==> src/sv/dgs_ram.sv <==
// dgs_ram: generic simple dual port ram, one write and one registered read
// no dependencies
`timescale 1ns / 1ps

module dgs_ram #(
    parameter int WIDTH = 32,
    parameter int DEPTH = 64,
    localparam int AW = (DEPTH > 1) ? $clog2(DEPTH) : 1
) (
    input  logic             i_clk,
    input  logic             i_we,
    input  logic [AW-1:0]    i_waddr,
    input  logic [WIDTH-1:0] i_wdata,
    input  logic [AW-1:0]    i_raddr,
    output logic [WIDTH-1:0] o_rdata
);

    logic [WIDTH-1:0] r_mem [DEPTH];
    logic [WIDTH-1:0] r_rdata;

    always_ff @(posedge i_clk) begin
        if (i_we) begin
            r_mem[i_waddr] <= i_wdata;
        end
        r_rdata <= r_mem[i_raddr];
    end

    assign o_rdata = r_rdata;

endmodule

==> config.mk <==
export PLATFORM = sky130hd
export DESIGN_NAME = dgs_ram
export DESIGN_NICKNAME = d
export VERILOG_FILES = /design/src/sv/dgs_ram.sv
export SDC_FILE = /design/constraint.sdc
export NUM_CORES = 2
export LEC_CHECK = 0
export BUFFER_PORTS_ARGS = -buffer_cell sky130_fd_sc_hd__buf_2
export CORE_ASPECT_RATIO = 1.5
export CORE_UTILIZATION = 50
export CTS_CLUSTER_DIAMETER = 60
export DETAILED_ROUTE_END_ITERATION = 8
export PLACE_DENSITY = 0.66
export REMOVE_ABC_BUFFERS = 1
export SETUP_SLACK_MARGIN = 0.3
export SLEW_MARGIN = 20
export SYNTH_ARGS = -nofsm -noshare
export SYNTH_HDL_FRONTEND = slang
export SYNTH_SLANG_ARGS = --single-unit
==> constraint.sdc <==
create_clock -name i_clk -period 8.3 [get_ports i_clk]
set_input_delay 2.075 -clock i_clk [delete_from_list [all_inputs] [get_ports i_clk]]
set_output_delay 2.075 -clock i_clk [all_outputs]
set_load 0.02 [all_outputs]
==> flow_summary.toml <==
[logic_synthesis]
synthTopCellsByArea = "edfxtp_1 78%, mux4_2 16%, mux2i_1 1.2%"
syn_area_um2 = 78520
ys_warn_count = 0
ys_types = 34
ys_seq_area_frac = 0.7914
synth-seq-cells = 2080
synth_cells = 3324
synth_top_cell_by_area = "edfxtp_1"
synth_area_per_cell_um2 = 23.62
synth_top_cell_area_share = 0.7833

[critical_path]
startpoint_type = "input port"
worst-path-max-fanout = 77
cp.required_ns = 8.94
crit_path_end_kind = "flip-flop"
arrival_ns = 5.44
critical_path_class = "input port to flip-flop"
reg2reg_depth = 5

[min_path]
hp-class = "flip-flop to flip-flop"
whs_path_depth = 4

[cells_and_area]
multiInputGateArea_um2 = 15980
final_common_cell = "edfxtp_1"
design_area_um2 = 87880
fillers = 11160
nNetsFinal = 3577
fin_cells = 5742
area_delta_synth_final_pct = 11.93
layout-drive-gt1-share = 0.2905
layout_common_cells = "2048 x edfxtp_1, 544 x mux4_2, 182 x clkbuf_16"
seq_area_um2 = 62140

[grt]
grt_start_max_net_pins = 91
track_usage = 0.2567
antenna_found_initial = 17
grt_pass1_vias = 37360
grt_pass1_wl_mm = 281.5
grt_overflow = 0

[place]
io_buffers = 77
dpl_cell_area_um2 = 82220
hpwl_mm = 107.8
placedCellCount = 5409
routabilityCongestion = 0.8446

[sta]
fin_setup_tns_ns = 0
rsz0062_at_grt = "false"
slew_headroom = 0.1678
worstMarginPinSlew_ns = 1.245
finalHoldViolations = 0
fmax_mhz = 208.4
clock_skew_ns = 0.02504
min_period_ns = 4.798
setup_viol = 0
hold-worst-slack_ns = 0.7461
period_share = 0.5780
drv_slew = 0

[clocking]
cts_setup_buffers = 0
clock_latency_ns = 0.81
cts_tree = "built"
cts_buffers = 178
hold_buffers = 0
htree_levels = 4
clkTransAtPathRegs_ns = 0.06
clock_path_buffers = 3
root_buffer = "clkbuf_16"
cts-resized-gates = 0
cts_sinks = 2080

[floorplanning]
die_y_um = 487.3
dieArea_um2 = 158700
die_width_um = 325.6
start_util = 0.5050
core_area_um2 = 155500
rows = 177
io_pins = 78

[pwr]
ir_drop_mv = 0.1577
power.leakage_nw = 27.16
p_per_area_nw_per_um2 = 238.6

[detailed_routing]
postRouteAntennaNets = 0
routed_wirelength_mm = 201.1
wl_per_cell_um = 35.02
vias = 36370
first_pass_iters = 5
vias_per_cell = 6.334
drt-initial-drc-count = 4352
drcViolationCount = 0

[flow_run]
maxCapViolations = 0

[run_status]
status = "finished clean"
[synth_stat cells]
cell type	n
nor2b_1	15
nor3_1	7
or2_1	1
or3b_2	3
nand4_1	2
or2_0	1
mux2i_1	93
and2_1	2
a41o_1	4
or3b_1	2
nand3b_1	5
nand2b_1	8
edfxtp_1	2048
a22oi_1	12
o22ai_1	84
a311oi_1	8
o221ai_1	27
a31oi_1	1
nor2_1	137
buf_1	21
nand4b_1	1
o32ai_1	4
a21oi_1	62
buf_6	5
or2_2	1
buf_2	57
nand3_1	5
buf_4	25
clkbuf_1	74
nand2_1	26
dfxtp_1	32
and3_1	4
or3_1	3
mux4_2	544
[state kept, by name, summed over array words and instances, names as in the netlist]
name / count
o_rdata: 32
r_mem: 2048
[report_power, final]
part | switching, W | internal (W)
sequential | 0.0000618 | 0.0116
clock | 0.00365 | 0.00451
combinational | 0.000735 | 0.000385
[kinds of logic after synthesis]
logic type	Yosys count	share of synthesized area
compound gates	202	0.01673
buf+inv	182	0.01128
flops	2080	0.7914
mux	637	0.1679
simple gates	223	0.01265
[worst paths after layout]
check | startpoint | to | slack (ns)
hold / removal | r_mem[28][17] | o_rdata[17] | 0.75
setup / recovery | i_raddr[0] | o_rdata[28] | 3.50
hold reg to reg | r_mem[28][17] | o_rdata[17] | 0.75
setup reg to reg | r_mem[39][8] | o_rdata[8] | 5.72
[through the flow]
stage          total power [W]    util  worst slack (ns)
2_1_floorplan          0.01233       -             3.217
3_3_place_gp           0.01303  0.5288             2.619
3_5_place_dp           0.01305  0.5288             2.666
4_1_cts                0.02108  0.5651             3.527
5_1_grt                0.02147  0.5652             3.431
6_report               0.02097  0.5653             3.502
[worst max-delay path, cell delays in order]
cell and delay [ns]:
buf_8 0.53, buf_12 0.52, mux4_2 0.61, mux4_2 0.56, o22ai_1 0.78, nor2_1 0.10
[cell type report]
| type | count | share of cell area |
|---|---|---|
| flip-flops and latches | 2080 | 0.7071 |
| repair buffers | 209 | 0.01741 |
| clock inverters | 84 | 0.008628 |
| well taps | 2058 | 0.02930 |
| multi-input cells | 1062 | 0.1818 |
| diodes | 8 | 0.0002278 |
| clock buffers | 241 | 0.05560 |
[layer usage]
metal	global-route usage	part of all wire
met5	0	0.00018
met1	0.3241	0.36
met3	0.03404	0.068
met2	0.4388	0.52
met4	0.1277	0.051
Note: power is estimated with default switching activity, not from simulation.
