$ cat src/sv/dgs_pkg.sv
// dgs_pkg: shared types, codes and constants of the dependency gate scoreboard
// used by dgs_hash, the scoreboard and the checker; depends on nothing
`timescale 1ns / 1ps

package dgs_pkg;

    // default sizes
    localparam int DGS_DONE_SLOTS = 1024;
    localparam int DGS_GATE_SLOTS = 16;
    localparam int DGS_MAX_DEPS   = 4;

    localparam logic [7:0] RETRY_RESET = 8'd16;

    // handle hash
    localparam logic [63:0] HASH_MUL   = 64'hff51afd7ed558ccd;
    localparam int          HASH_SHIFT = 33;

    // operations
    localparam logic [1:0] OP_EVENT   = 2'd0;
    localparam logic [1:0] OP_DEP     = 2'd1;
    localparam logic [1:0] OP_OUTCOME = 2'd2;

    // event kinds that can be terminal
    localparam logic [2:0] EK_FAILED   = 3'd3;
    localparam logic [2:0] EK_FINISHED = 3'd4;
    localparam logic [2:0] EK_DROPPED  = 3'd5;
    localparam logic [2:0] EK_DEAD     = 3'd6;

    // submit status
    localparam logic [1:0] SS_TRANSIENT = 2'd1;

    // result kinds
    localparam logic [2:0] RK_RELEASE = 3'd0;
    localparam logic [2:0] RK_SUBMIT  = 3'd1;
    localparam logic [2:0] RK_HELD    = 3'd2;
    localparam logic [2:0] RK_FULL    = 3'd3;
    localparam logic [2:0] RK_TOOMANY = 3'd4;

    typedef struct packed {
        logic [1:0]  operation;
        logic [2:0]  event_kind;
        logic        cancelled;
        logic [31:0] handle;
        logic        dep_present;
        logic        last_dep;
        logic [15:0] task_tag;
        logic [3:0]  gate_index;
        logic [1:0]  submit_status;
    } t_item;

    typedef struct packed {
        logic [2:0]  result_kind;
        logic [3:0]  gate_index_res;
        logic [15:0] task_tag_res;
        logic        last;
    } t_res;

endpackage

$ cat src/sv/dgs_hash.sv
// dgs_hash: multi-cycle home slot hash of a 32-bit handle
// depends on dgs_pkg (hash constants)
`timescale 1ns / 1ps

module dgs_hash import dgs_pkg::*; #(
    parameter int SLOTS = DGS_DONE_SLOTS,
    localparam int IW = $clog2(SLOTS)
) (
    input  logic          i_clk,
    input  logic          i_rst_n,
    input  logic          i_start,
    input  logic [31:0]   i_key,
    output logic          o_done,
    output logic [IW-1:0] o_slot
);

    localparam bit POW2 = ((SLOTS & (SLOTS - 1)) == 0);
    // non power of two: fold the mix into a sum below 2^27, then reduce it by reciprocal
    localparam int            SW      = 27;
    localparam int            SH      = SW + IW;
    localparam logic [28:0]   RECIP   = 29'(((64'd1 << SH) / 64'(SLOTS)) + 64'd1);
    localparam logic [SW-1:0] SLOTS_S = SW'(SLOTS);

    typedef enum logic [2:0] {
        H_IDLE, H_LO, H_HI, H_MIX, H_FOLD, H_RECIP, H_SUB, H_DONE
    } t_hstate;

    t_hstate       r_state;
    logic [31:0]   r_key;
    logic [63:0]   r_prod;
    logic [63:0]   r_x;
    logic [SW-1:0] r_sum;
    logic [SW-1:0] r_q;
    logic [IW-1:0] r_slot;

    logic [63:0]   w_plo;
    logic [31:0]   w_phi;
    logic [63:0]   w_mix;
    logic [SW-1:0] w_sum;
    logic [55:0]   w_qprod;

    // 64-bit product split into two 32-bit multiplies
    assign w_plo   = 64'(r_key) * 64'(HASH_MUL[31:0]);
    assign w_phi   = r_key * HASH_MUL[63:32];
    assign w_mix   = r_prod ^ (r_prod >> HASH_SHIFT);
    assign w_qprod = 56'(r_sum) * 56'(RECIP);

    // each byte times its weight 2^(8i) mod SLOTS keeps the same remainder
    always_comb begin
        w_sum = '0;
        for (int i = 0; i < 8; i++) begin
            w_sum = w_sum + SW'(r_x[8*i +: 8]) * SW'((64'd1 << (8 * i)) % 64'(SLOTS));
        end
    end

    always_ff @(posedge i_clk) begin
        if (!i_rst_n) begin
            r_state <= H_IDLE;
        end else begin
            case (r_state)
                H_IDLE: begin
                    if (i_start) begin
                        r_key   <= i_key;
                        r_state <= H_LO;
                    end
                end
                H_LO: begin
                    r_prod  <= w_plo;
                    r_state <= H_HI;
                end
                H_HI: begin
                    r_prod  <= r_prod + {w_phi, 32'd0};
                    r_state <= H_MIX;
                end
                H_MIX: begin
                    if (POW2) begin
                        r_slot  <= w_mix[IW-1:0];
                        r_state <= H_DONE;
                    end else begin
                        r_x     <= w_mix;
                        r_state <= H_FOLD;
                    end
                end
                H_FOLD: begin
                    r_sum   <= w_sum;
                    r_state <= H_RECIP;
                end
                H_RECIP: begin
                    // exact quotient for any sum below 2^27
                    r_q     <= SW'(w_qprod >> SH);
                    r_state <= H_SUB;
                end
                H_SUB: begin
                    r_slot  <= IW'(r_sum - r_q * SLOTS_S);
                    r_state <= H_DONE;
                end
                H_DONE: begin
                    r_state <= H_IDLE;
                end
                default: begin
                    r_state <= H_IDLE;
                end
            endcase
        end
    end

    assign o_done = (r_state == H_DONE);
    assign o_slot = r_slot;

endmodule

$ cat config.mk
export PLATFORM = sky130hd
export DESIGN_NAME = dgs_hash
export DESIGN_NICKNAME = d
export VERILOG_FILES = /design/src/sv/dgs_pkg.sv /design/src/sv/dgs_hash.sv
export SDC_FILE = /design/constraint.sdc
export NUM_CORES = 1
export LEC_CHECK = 0
export BUFFER_PORTS_ARGS = -buffer_cell sky130_fd_sc_hd__buf_2
export CAP_MARGIN = 10
export CORE_UTILIZATION = 34
export DETAILED_ROUTE_END_ITERATION = 10
export GPL_TIMING_DRIVEN = 0
export PLACE_DENSITY = 0.46
export SYNTH_ARGS = -nofsm -noshare
export SYNTH_HDL_FRONTEND = slang
export SYNTH_SLANG_ARGS = --single-unit
$ cat constraint.sdc
create_clock -name i_clk -period 9.91 [get_ports i_clk]
set_input_delay 1.982 -clock i_clk [delete_from_list [all_inputs] [get_ports i_clk]]
set_output_delay 1.982 -clock i_clk [all_outputs]
set_load 0.005 [all_outputs]
==> qor.yml <==
setup_ws_ps: 1700
coreArea_sq_um: 47600
area_growth_pct: 8.23
r2r_cells: 22
min_from: "r_prod[4]$_DFFE_PP_"
timing.max_cap.violations: 0
fin_skew_ps: 16.0
grt_pass1_wl_mm: 69.1
dr.max_layer_used: "met4"
wl_met2_mm: 20.9
path_clk_slew_ps: 70
wire_per_inst_microns: 19.8
synth_edf_count: 63
dieHeight_microns: 222
status: "finished, final reports clean"
r2r_slack_ps: 1700
post-cts-setup-buffers: 0
antenna_cells: 0
die_width_microns: 222
hold_end: "o_slot[4]$_DFFE_PP_"
finalCritPeriodShare_pct: 82.9
holdPathStages: 1
clk_latency_ps: 390
yosys.area.top_type_share_pct: 42.0
synth-warning-count: 0
dr.pass1.iters: 5
crit_path_end_kind: "flop"
final_nets: 2274
drive_gt1_share_pct: 4.60
initial_core_util_pct: 34.4
routabilityCongestion: 0.946
yosysUniqueCellTypes: 52
root_buffer: "clkbuf_16"
dr_total_vias: 10100
crit_type: "flop to flop"
slew_violations: 0
track_usage_pct: 19.5
drcViolationCount: 0
antenna_found_initial: 1
ant_nets: 0
detail_route.vias_per_cell: 4.49
overflow: 0
grt_max_degree: 14
route.met3.wl_mm: 1.37
fin_crit_ps: 8210
ys_ff_latch: 66
rows: 80
setup_violations: 0
hold_viol: 0
max-clock-path-buffers: 2
worst_slew_pin_slew_ps: 1070
synth_flop_cell: "edfxtp_1"
holdCritPathClass: "flop to flop"
cts_tree: "built"
ios: 46
cp.required_ps: 10010
drtIter0Drc: 468
dp.final_hpwl_mm: 40.1
r2r_end: "r_prod[42]$_DFFE_PP_"
synth_fp_nets: 2212
async_reset_ff_share_pct: 0
synthTopCellsByArea: "fa_1 42%, ha_1 21%, inv_1 13%"
h-tree-depth: 3
finalSetupTns_ps: 0
grt_pass1_vias: 11200
critPathArrivalTime_ps: 8320
cts_sinks: 66
synth_area_sq_um: 16400
post_cts_resized: 0
cp-start-kind: "flop"
synth.largest_area_cell: "fa_1"
die-area_sq_um: 49200
postSynthAreaPerCell_sq_um: 10.5
ys_seq_area_share_pct: 11.9
synthCells: 1564
dp_worst_setup_slack_ps: 1740
worst_slew_margin_rel_pct: 28.5
cts_made_buffers: 9
fmax_mhz: 122
postCtsHoldBufs: 0
rsz0062_at_grt: "false"
drt-met1-wl_mm: 21.1
critPathMaxFanout: 11
io_buffers: 45
r2r_start: "r_key[10]$_DFFE_PP_"
drt_wl_total_mm: 44.4
## how the worst max path moves through the flow
stage | startpoint | end | slack, ps
3_5_place_dp | r_key[10]$_DFFE_PP_ | r_prod[42]$_DFFE_PP_ | 1740
6_report | r_key[10]$_DFFE_PP_ | r_prod[42]$_DFFE_PP_ | 1700
2_1_floorplan | r_key[0]$_DFFE_PP_ | r_prod[39]$_DFFE_PP_ | 2870
5_1_grt | r_key[10]$_DFFE_PP_ | r_prod[42]$_DFFE_PP_ | 1350
4_1_cts | r_key[10]$_DFFE_PP_ | r_prod[42]$_DFFE_PP_ | 1660
3_3_place_gp | i_rst_n | r_key[14]$_DFFE_PP_ | 370
## synthesized netlist by cell type, types with 2 or more instances
cell type  instances
o21bai_1           2
o21ai_0           27
fa_1             344
a21o_1            18
nand4_1            5
nand2_1           24
and3_1             5
nor2_1            27
ha_1             269
inv_1            590
o31a_1             2
o21a_1             5
nor2b_1           11
clkbuf_1           6
a21oi_1           22
nor3_1             9
o41ai_1            3
dfxtp_1            3
and2_1             2
o211a_1            2
nand3_1            7
xor2_1            22
a211oi_1           5
nand2b_1           3
a211o_1            3
xnor2_1           58
a21boi_0           2
o2111ai_1          2
edfxtp_1          63
## critical path: stages, from the launching register on
cell       delay (ps)
edfxtp_1         1060
ha_1              420
ha_1              350
inv_1             150
fa_1              460
fa_1              480
fa_1              500
inv_1              70
fa_1              520
fa_1              560
inv_1              60
fa_1              540
inv_1              40
ha_1              430
o21ai_0           120
o21ai_0           490
a21o_1            250
o2111ai_1         220
a211oi_1          270
nor2_1            120
o31a_1            310
xnor2_1           380
o21ai_0           120
## sequential cells by signal, indices dropped and copies added (netlist names)
name and count:
o_slot 10, r_key 32, r_prod 21, r_state 3
## layer usage
metal | vias up | global-route usage [%]
li1 | 4773 | -
met1 | 5122 | 27.3
met2 | 143 | 31.6
met3 | 38 | 2.82
met4 | 0 | 4.91
met5 | - | 0
## cell type report
cell class | count | area, sq um
inverters | 590 | 2210
clock buffers | 10 | 229
fillers | 4785 | 29900
clock inverters | 6 | 67.6
plain buffers | 6 | 22.5
well taps | 615 | 769
repair buffers | 51 | 274
multi-input cells | 902 | 12200
flip-flops and latches | 66 | 1950
## cell usage in the layout (no fill, tap or decap), drive strengths merged, types with 2 or more instances in the layout
master / count
inv: 591
fa: 344
ha: 269
edfxtp: 63
xnor2: 58
buf: 51
o21ai: 28
nor2: 27
nand2: 24
a21oi: 23
xor2: 22
a21o: 18
clkbuf: 16
nor2b: 11
nor3: 9
nand3: 7
and3: 6
o21a: 5
a211oi: 5
nand4: 5
nand2b: 3
a211o: 3
o41ai: 3
dfxtp: 3
o21bai: 2
o211a: 2
o2111ai: 2
o31a: 2
a21boi: 2
and2: 2
clkinvlp: 2
a221oi: 2
a2111oi: 2
o221ai: 2
o31ai: 2
clkinv: 2
## through the flow
step / area (sq um) / instances / hold slack (ps) / utilization (%)
6_report: 17800 / 2246 / 561 / 37.3
5_1_grt: 17800 / 2246 / 575 / 37.3
4_1_cts: 17800 / 2246 / 564 / 37.3
3_5_place_dp: 17500 / 2230 / 555 / 36.7
3_3_place_gp: 17400 / 2224 / 556 / 36.5
2_1_floorplan: 16400 / 1564 / 543 / -
## cell families (layout without fill, tap and decap cells)
family | after synthesis | after routing | synth area share (%)
AOI/OAI and AO/OA | 109 | 109 | 4.70
xor gates and xnor gates | 80 | 80 | 4.27
adders and majority gates | 613 | 613 | 62.5
buffers and inverters | 596 | 663 | 13.6
DFF | 66 | 66 | 11.9
muxes | 1 | 1 | 0.0686
and+or+nand+nor | 99 | 99 | 2.98
Power is left out: the tool's default activity adds up to more than one toggle a clock period on the data nets, which glitch-free logic cannot reach.
